==> src/ksmp_div.sv <==
// Restoring divider, one quotient bit per cycle. The quotient must fit in QW bits.
module ksmp_div #(
	parameter int NW = 7,
	parameter int DW = 4,
	parameter int QW = 3
) (
	input  logic          clk,
	input  logic          arst_n,
	input  logic          start,
	input  logic [NW-1:0] dividend,
	input  logic [DW-1:0] divisor,
	output logic          done,
	output logic [QW-1:0] quot,
	output logic [QW-1:0] rem
);

	localparam int SW = NW + DW + QW;
	localparam int CW = (QW > 1) ? $clog2(QW) : 1;

	logic [SW-1:0] rem_q;
	logic [QW-1:0] quot_q;
	logic [DW-1:0] dvs_q;
	logic [CW-1:0] cnt_q;
	logic          busy_q;
	logic          done_q;
	logic [SW-1:0] trial;
	logic          ge;

	assign trial = SW'(dvs_q) << cnt_q;
	assign ge    = rem_q >= trial;

	always_ff @(posedge clk or negedge arst_n) begin
		if (!arst_n) begin
			busy_q <= 1'b0;
			done_q <= 1'b0;
		end else begin
			done_q <= busy_q && (cnt_q == '0);
			if (start) begin
				busy_q <= 1'b1;
			end else if (busy_q && (cnt_q == '0)) begin
				busy_q <= 1'b0;
			end
		end
	end

	always_ff @(posedge clk) begin
		if (start) begin
			rem_q  <= SW'(dividend);
			dvs_q  <= divisor;
			quot_q <= '0;
			cnt_q  <= CW'(QW - 1);
		end else if (busy_q) begin
			if (ge) begin
				rem_q <= rem_q - trial;
			end
			quot_q[cnt_q] <= ge;
			cnt_q <= cnt_q - CW'(1);
		end
	end

	assign done = done_q;
	assign quot = quot_q;
	assign rem  = rem_q[QW-1:0];

endmodule

==> config.mk <==
export PLATFORM = sky130hd
export DESIGN_NAME = ksmp_div
export DESIGN_NICKNAME = d
export VERILOG_FILES = /design/src/ksmp_div.sv
export SDC_FILE = /design/constraint.sdc
export NUM_CORES = 1
export LEC_CHECK = 0
export ABC_AREA = 1
export BUFFER_PORTS_ARGS = -buffer_cell sky130_fd_sc_hd__buf_2
export CORE_MARGIN = 2
export CORE_UTILIZATION = 34
export CTS_CLUSTER_DIAMETER = 200
export DETAILED_ROUTE_END_ITERATION = 8
export PLACE_DENSITY_LB_ADDON = 0.2
export SLEW_MARGIN = 20
export SYNTH_ARGS = -nofsm -noshare
export SYNTH_HDL_FRONTEND = slang
export SYNTH_SLANG_ARGS = --single-unit
==> constraint.sdc <==
create_clock -name clk -period 6 [get_ports clk]
set_clock_uncertainty 0.15 [all_clocks]
set_input_delay 0.6 -clock clk [delete_from_list [all_inputs] [get_ports clk]]
set_output_delay 0.6 -clock clk [all_outputs]
set_load 0.01 [all_outputs]
# Word-level counts from Yosys, hierarchy flattened
# Index checks and enable logic that the tools add are counted.
[totals]
ramBits = 0
n_memories = 0
mem_bits_ro = 0
elab_cells = 29
ff_bits = 25
latchBits = 0
[classes]
n_mul = 0
div = 0
reduce_logical = 8
order_cmp = 3
eq_ne = 0
mux = 8
n_addsub = 2
bitwise = 0
shifts = 1
[ops]
columns = ["cell", "n"]
rows = [
  ["$mux W7", 3],
  ["$ge A14 B14 Y1", 1],
  ["$shl A4 B2 Y14", 1],
  ["$sub A14 B14 Y14", 1],
  ["$reduce_bool A2 Y1", 3],
  ["$reduce_and A2 Y1", 2],
  ["$bwmux W3", 1],
  ["$lt A2 B3 Y1 const B", 1],
  ["$mux W1", 3],
  ["$demux W1 S2", 1],
  ["$ge A2 B1 Y1 const B", 1],
  ["$logic_and A1 B1 Y1", 2],
  ["$logic_not A2 Y1", 1],
  ["$sub A2 B1 Y2 const B", 1],
]

# Longest topological paths before layout
[logic_depth]
ltp_word = 5
depth_mapped = 16
depth_no_buf = 16

# Least setup slack after synthesis
# No wires, ideal clock.
[synth_path]
path_type = "reg2reg"
from = "reg cnt_q[0]"
to = "reg rem_q[0] (enable)"
path_slack_ns = 3.593
stages_incl_launch_ff = 12
setup_ns = 0.324
n_path_buf = 0
required_ns = 5.526
synth_period_minus_slack_ns = 2.407
arrival_time_ns = 1.933
path_cell_list = "dfxtp_1 > o21ai_0 > or2_2 > ha_1 > nand2_1 > nor2_1 > nand2_1 > nand2_1 > inv_2 > nand2_4 > nand2_1 > nand2_1"
[synth_via]
elab_chain_len = 4
[synth_rtl]
columns = ["item", "line_no", "text"]
rows = [
  ["start: declaration", "23", "logic [CW-1:0] cnt_q;"],
  ["start signal: assignment", "51", "cnt_q <= CW'(QW - 1);"],
  ["start signal: assignment", "57", "cnt_q <= cnt_q - CW'(1);"],
  ["$shl A4 B2 Y14", "29", "assign trial = SW'(dvs_q) << cnt_q;"],
  ["$ge A14 B14 Y1", "30", "assign ge = rem_q >= trial;"],
  ["$reduce_bool A2 Y1 (no line)", "n/a", ""],
  ["$reduce_and A2 Y1 (no line)", "n/a", ""],
  ["end signal: assignment", "48", "rem_q <= SW'(dividend);"],
  ["end signal: assignment", "54", "rem_q <= rem_q - trial;"],
  ["end: declaration", "20", "logic [SW-1:0] rem_q;"],
]
# No other way between the ends.
# A chain may end at the register's enable or synchronous reset.

# Final worst setup path
[layout_path]
from = "reg cnt_q[1]"
to = "reg rem_q[5] (enable)"
# The elaborated chain is that of the path after synthesis.

==> results.py <==
metrics = {
    "place": {
        "dpl.hpwl_mm": 2.994,
        "dpl_cell_area_um2": 1881,
        "port_buffers": 20,
        "gp_congestion": 0.8079,
    },
    "timing": {
        "tightest_slew_ps": 454.6,
        "post-route-period-util_pct": 45.79,
        "rsz0062_at_grt": "no",
        "finalSetupViolations": 0,
        "fin_setup_tns_ps": 0,
        "fin_crit_ps": 2747,
        "hold_violations": 0,
        "drv_slew": 0,
        "fmax_ghz": 0.3640,
        "max_slew_margin_pct": 69.69,
    },
    "clock_network": {
        "h-tree-depth": 1,
        "cts.sinks": 25,
        "post_cts_buffers": 0,
        "post_cts_resized": 0,
        "clock_tree.buffer_depth": 2,
        "cts_tree": "yes",
        "cts_root_buf": "clkbuf_8",
        "clk_pin_slew_ps": 80,
        "insertion_delay_ps": 260,
        "cts_made_buffers": 3,
    },
    "power": {
        "switching_share_pct": 48.74,
        "clock_power_share_pct": 9.5,
        "p_per_area_nw_per_um2": 533.1,
        "intPower_mw": 0.5290,
        "leakage_nw": 0.9943,
        "combPwrFrac_pct": 62.7,
        "p_sw_mw": 0.5030,
        "ir_drop_mv": 0.2387,
        "power_frac_seq_pct": 27.7,
    },
    "layout": {
        "n_antenna_cell": 0,
        "final_util_pct": 40.18,
        "area_delta_synth_final_pct": 11.86,
        "final_area_um2": 1936,
        "drive_above_1_share_pct": 13.70,
        "seq_area_um2": 620.6,
        "nets": 298,
        "multiInputGateArea_um2": 944.7,
        "n_fill_cell": 546,
    },
    "routing": {
        "vias": 1524,
        "ant_nets": 0,
        "dr.pass1.iters": 4,
        "routed_wl_mm": 3.741,
        "drc": 0,
        "wl_per_cell_um": 11.10,
        "drt-initial-drc-count": 113,
        "routed_via_density": 4.522,
    },
    "flow_run": {
        "drv_cap": 0,
    },
    "synth": {
        "synth_top_area_cell": "nand2_1",
        "postSynthAreaPerCell_um2": 6.894,
        "synthDistinctLibCells": 25,
        "seq_area_frac_synth_pct": 35.86,
        "syn-cell-area_um2": 1730,
        "yosysWarnings": 0,
        "ys.flop_type": "dfxtp_1",
        "synth_area_leaders": "nand2_1 20%, edfxtp_1 19%, dfxtp_1 14%, ha_1 8.7%, inv_1 6.9%",
        "synth_edf_count": 11,
        "postSynthNetCount": 278,
        "async_flop_share_pct": 8.000,
        "yosys.area.top_type_share_pct": 19.52,
        "yosysMostFrequentCell": "nand2_1",
        "ys_ff_latch": 25,
        "synth_cells": 251,
        "synth_common_cells": "90 x nand2_1, 32 x inv_1, 23 x nor2_1, 16 x nand3_1, 14 x o21ai_0",
    },
    "grt": {
        "use_met1_pct": 22.04,
        "met3_usage_pct": 2.116,
        "grt_pass1_vias": 1459,
        "grt-busiest-layer": "met2",
        "grt_max_degree": 24,
        "grt_util_met2_pct": 24.15,
        "antenna_found_initial": 0,
        "overflow": 0,
        "track_usage_pct": 15.11,
        "grt_pass1_wl_mm": 6.617,
    },
    "worst_setup_path": {
        "path_max_fanout": 9,
        "crit_buf_inv": 2,
        "cp_top_family": "simple AND/OR/NAND/NOR gates",
        "cp_cell_sequence": "inv_1 > or2_2 > ha_1 > nand2_1 > nor2_1 > nand2_1 > nand2_1 > inv_2 > nand2_4 > nand2_1 > nand2_1",
        "cp-endpoint": "rem_q[5]",
        "startpoint": "cnt_q[1]",
        "critical_path.startpoint_type": "flip-flop",
        "reg2reg_to": "rem_q[5]",
        "reg2reg_depth": 11,
        "crit_slowest_cell": "dfxtp_1",
        "rrSetupSlack_ps": 3250,
        "cp.required_ps": 5780,
        "cp-end-kind": "flip-flop",
        "crit_top_cell": "nand2_1",
        "critPathMaxStageDelay_ps": 440,
        "path_depth": 11,
        "arrival_ps": 2530,
        "timing.rr.start": "cnt_q[1]",
        "path_class": "flip-flop to flip-flop",
    },
    "floorplan": {
        "boundaryPins": 21,
        "die-width_um": 75.34,
        "placementRows": 25,
        "dieArea_um2": 5676,
        "fp.dieH_um": 75.34,
        "initial_core_util_pct": 35.92,
        "core_area_um2": 4817,
    },
    "status": {
        "status": "complete, no violations",
    },
    "hold_path": {
        "hold_class": "input pin to flip-flop",
    },
}
## power by group through the flow
stage / Sequential [mW] / Combinational, mW / Clock, mW
finish: 0.286 / 0.647 / 0.0983
global route: 0.295 / 0.749 / 0.111
CTS: 0.286 / 0.648 / 0.105
detailed placement: 0.291 / 0.643 / 0
global placement: 0.290 / 0.648 / 0
floorplan: 0.280 / 0.519 / 0
## registers in the layout (all words and copies together) (netlist names)
name and count:
rem_q 14, quot 3, cnt_q 2, done 1, dvs_q 4, busy_q 1
## area by class of cell
type	instances	area share (%)
clock buffer	4	2.327
multi-input combinational	185	48.80
sequential	25	32.06
timing repair buffer	21	5.688
inverter	35	6.787
tap	67	4.331
## cell usage in the layout (no fill, tap or decap), drive strengths merged
cell type,netlist,layout
fa,1,1
ha,12,12
nand4,4,4
nand2,93,93
inv,34,34
nor2,25,25
dlygate4sd3,0,1
dfxtp,12,12
edfxtp,11,11
dfrtp,2,2
o21ai,14,14
buf,4,20
xnor2,1,1
xor2,1,1
or2,4,4
a21oi,12,12
clkinv,1,1
nand3,18,18
clkbuf,2,4
## metrics by stage
| step | hold WS, ps | power, mW | worst slack, ps | cells |
|---|---|---|---|---|
| 4_1_cts | 349.3 | 1.039 | 3222 | 337 |
| 5_1_grt | 345.9 | 1.155 | 2966 | 337 |
| 6_report | 358.2 | 1.032 | 3253 | 337 |
| 3_3_place_gp | 237.2 | 0.9383 | 3258 | 332 |
| 3_5_place_dp | 238.0 | 0.9342 | 3232 | 332 |
| 2_1_floorplan | 154.4 | 0.7996 | 3593 | 251 |
## cell families after synthesis
family	after synthesis	synth area share [%]
AND/OR/NAND/NOR	144	35.57
buffers and inverters	41	9.545
AO/OA/AOI/OAI	26	8.171
flip-flops	25	35.86
adder cells (fa/ha/maj)	13	9.834
XOR/XNOR	2	1.012
## per-layer routing
layer  vias to the layer above  share of wire [%]
li1                        827                  -
met1                       669                 52
met2                        26                 44
met3                         2                4.0
met4                         0               0.59
met5                         -                  0
## worst min path at each step
stage | startpoint | to | slack, ps | cells past startpoint
CTS | divisor[0] | dvs_q[0] | 350 | 1
floorplan | arst_n | busy_q | 150 | 0
global placement | arst_n | done | 240 | 1
detailed placement | arst_n | busy_q | 240 | 1
global route | divisor[3] | dvs_q[3] | 350 | 1
finish | divisor[1] | dvs_q[1] | 360 | 1
## what timing repair did
action | in CTS | in global routing
hold endpoints to repair | 2 | 0
hold buffers | 1 | 0
endpoints found under the setup margin | 0 | 0
(Power assumes the default switching activity.)
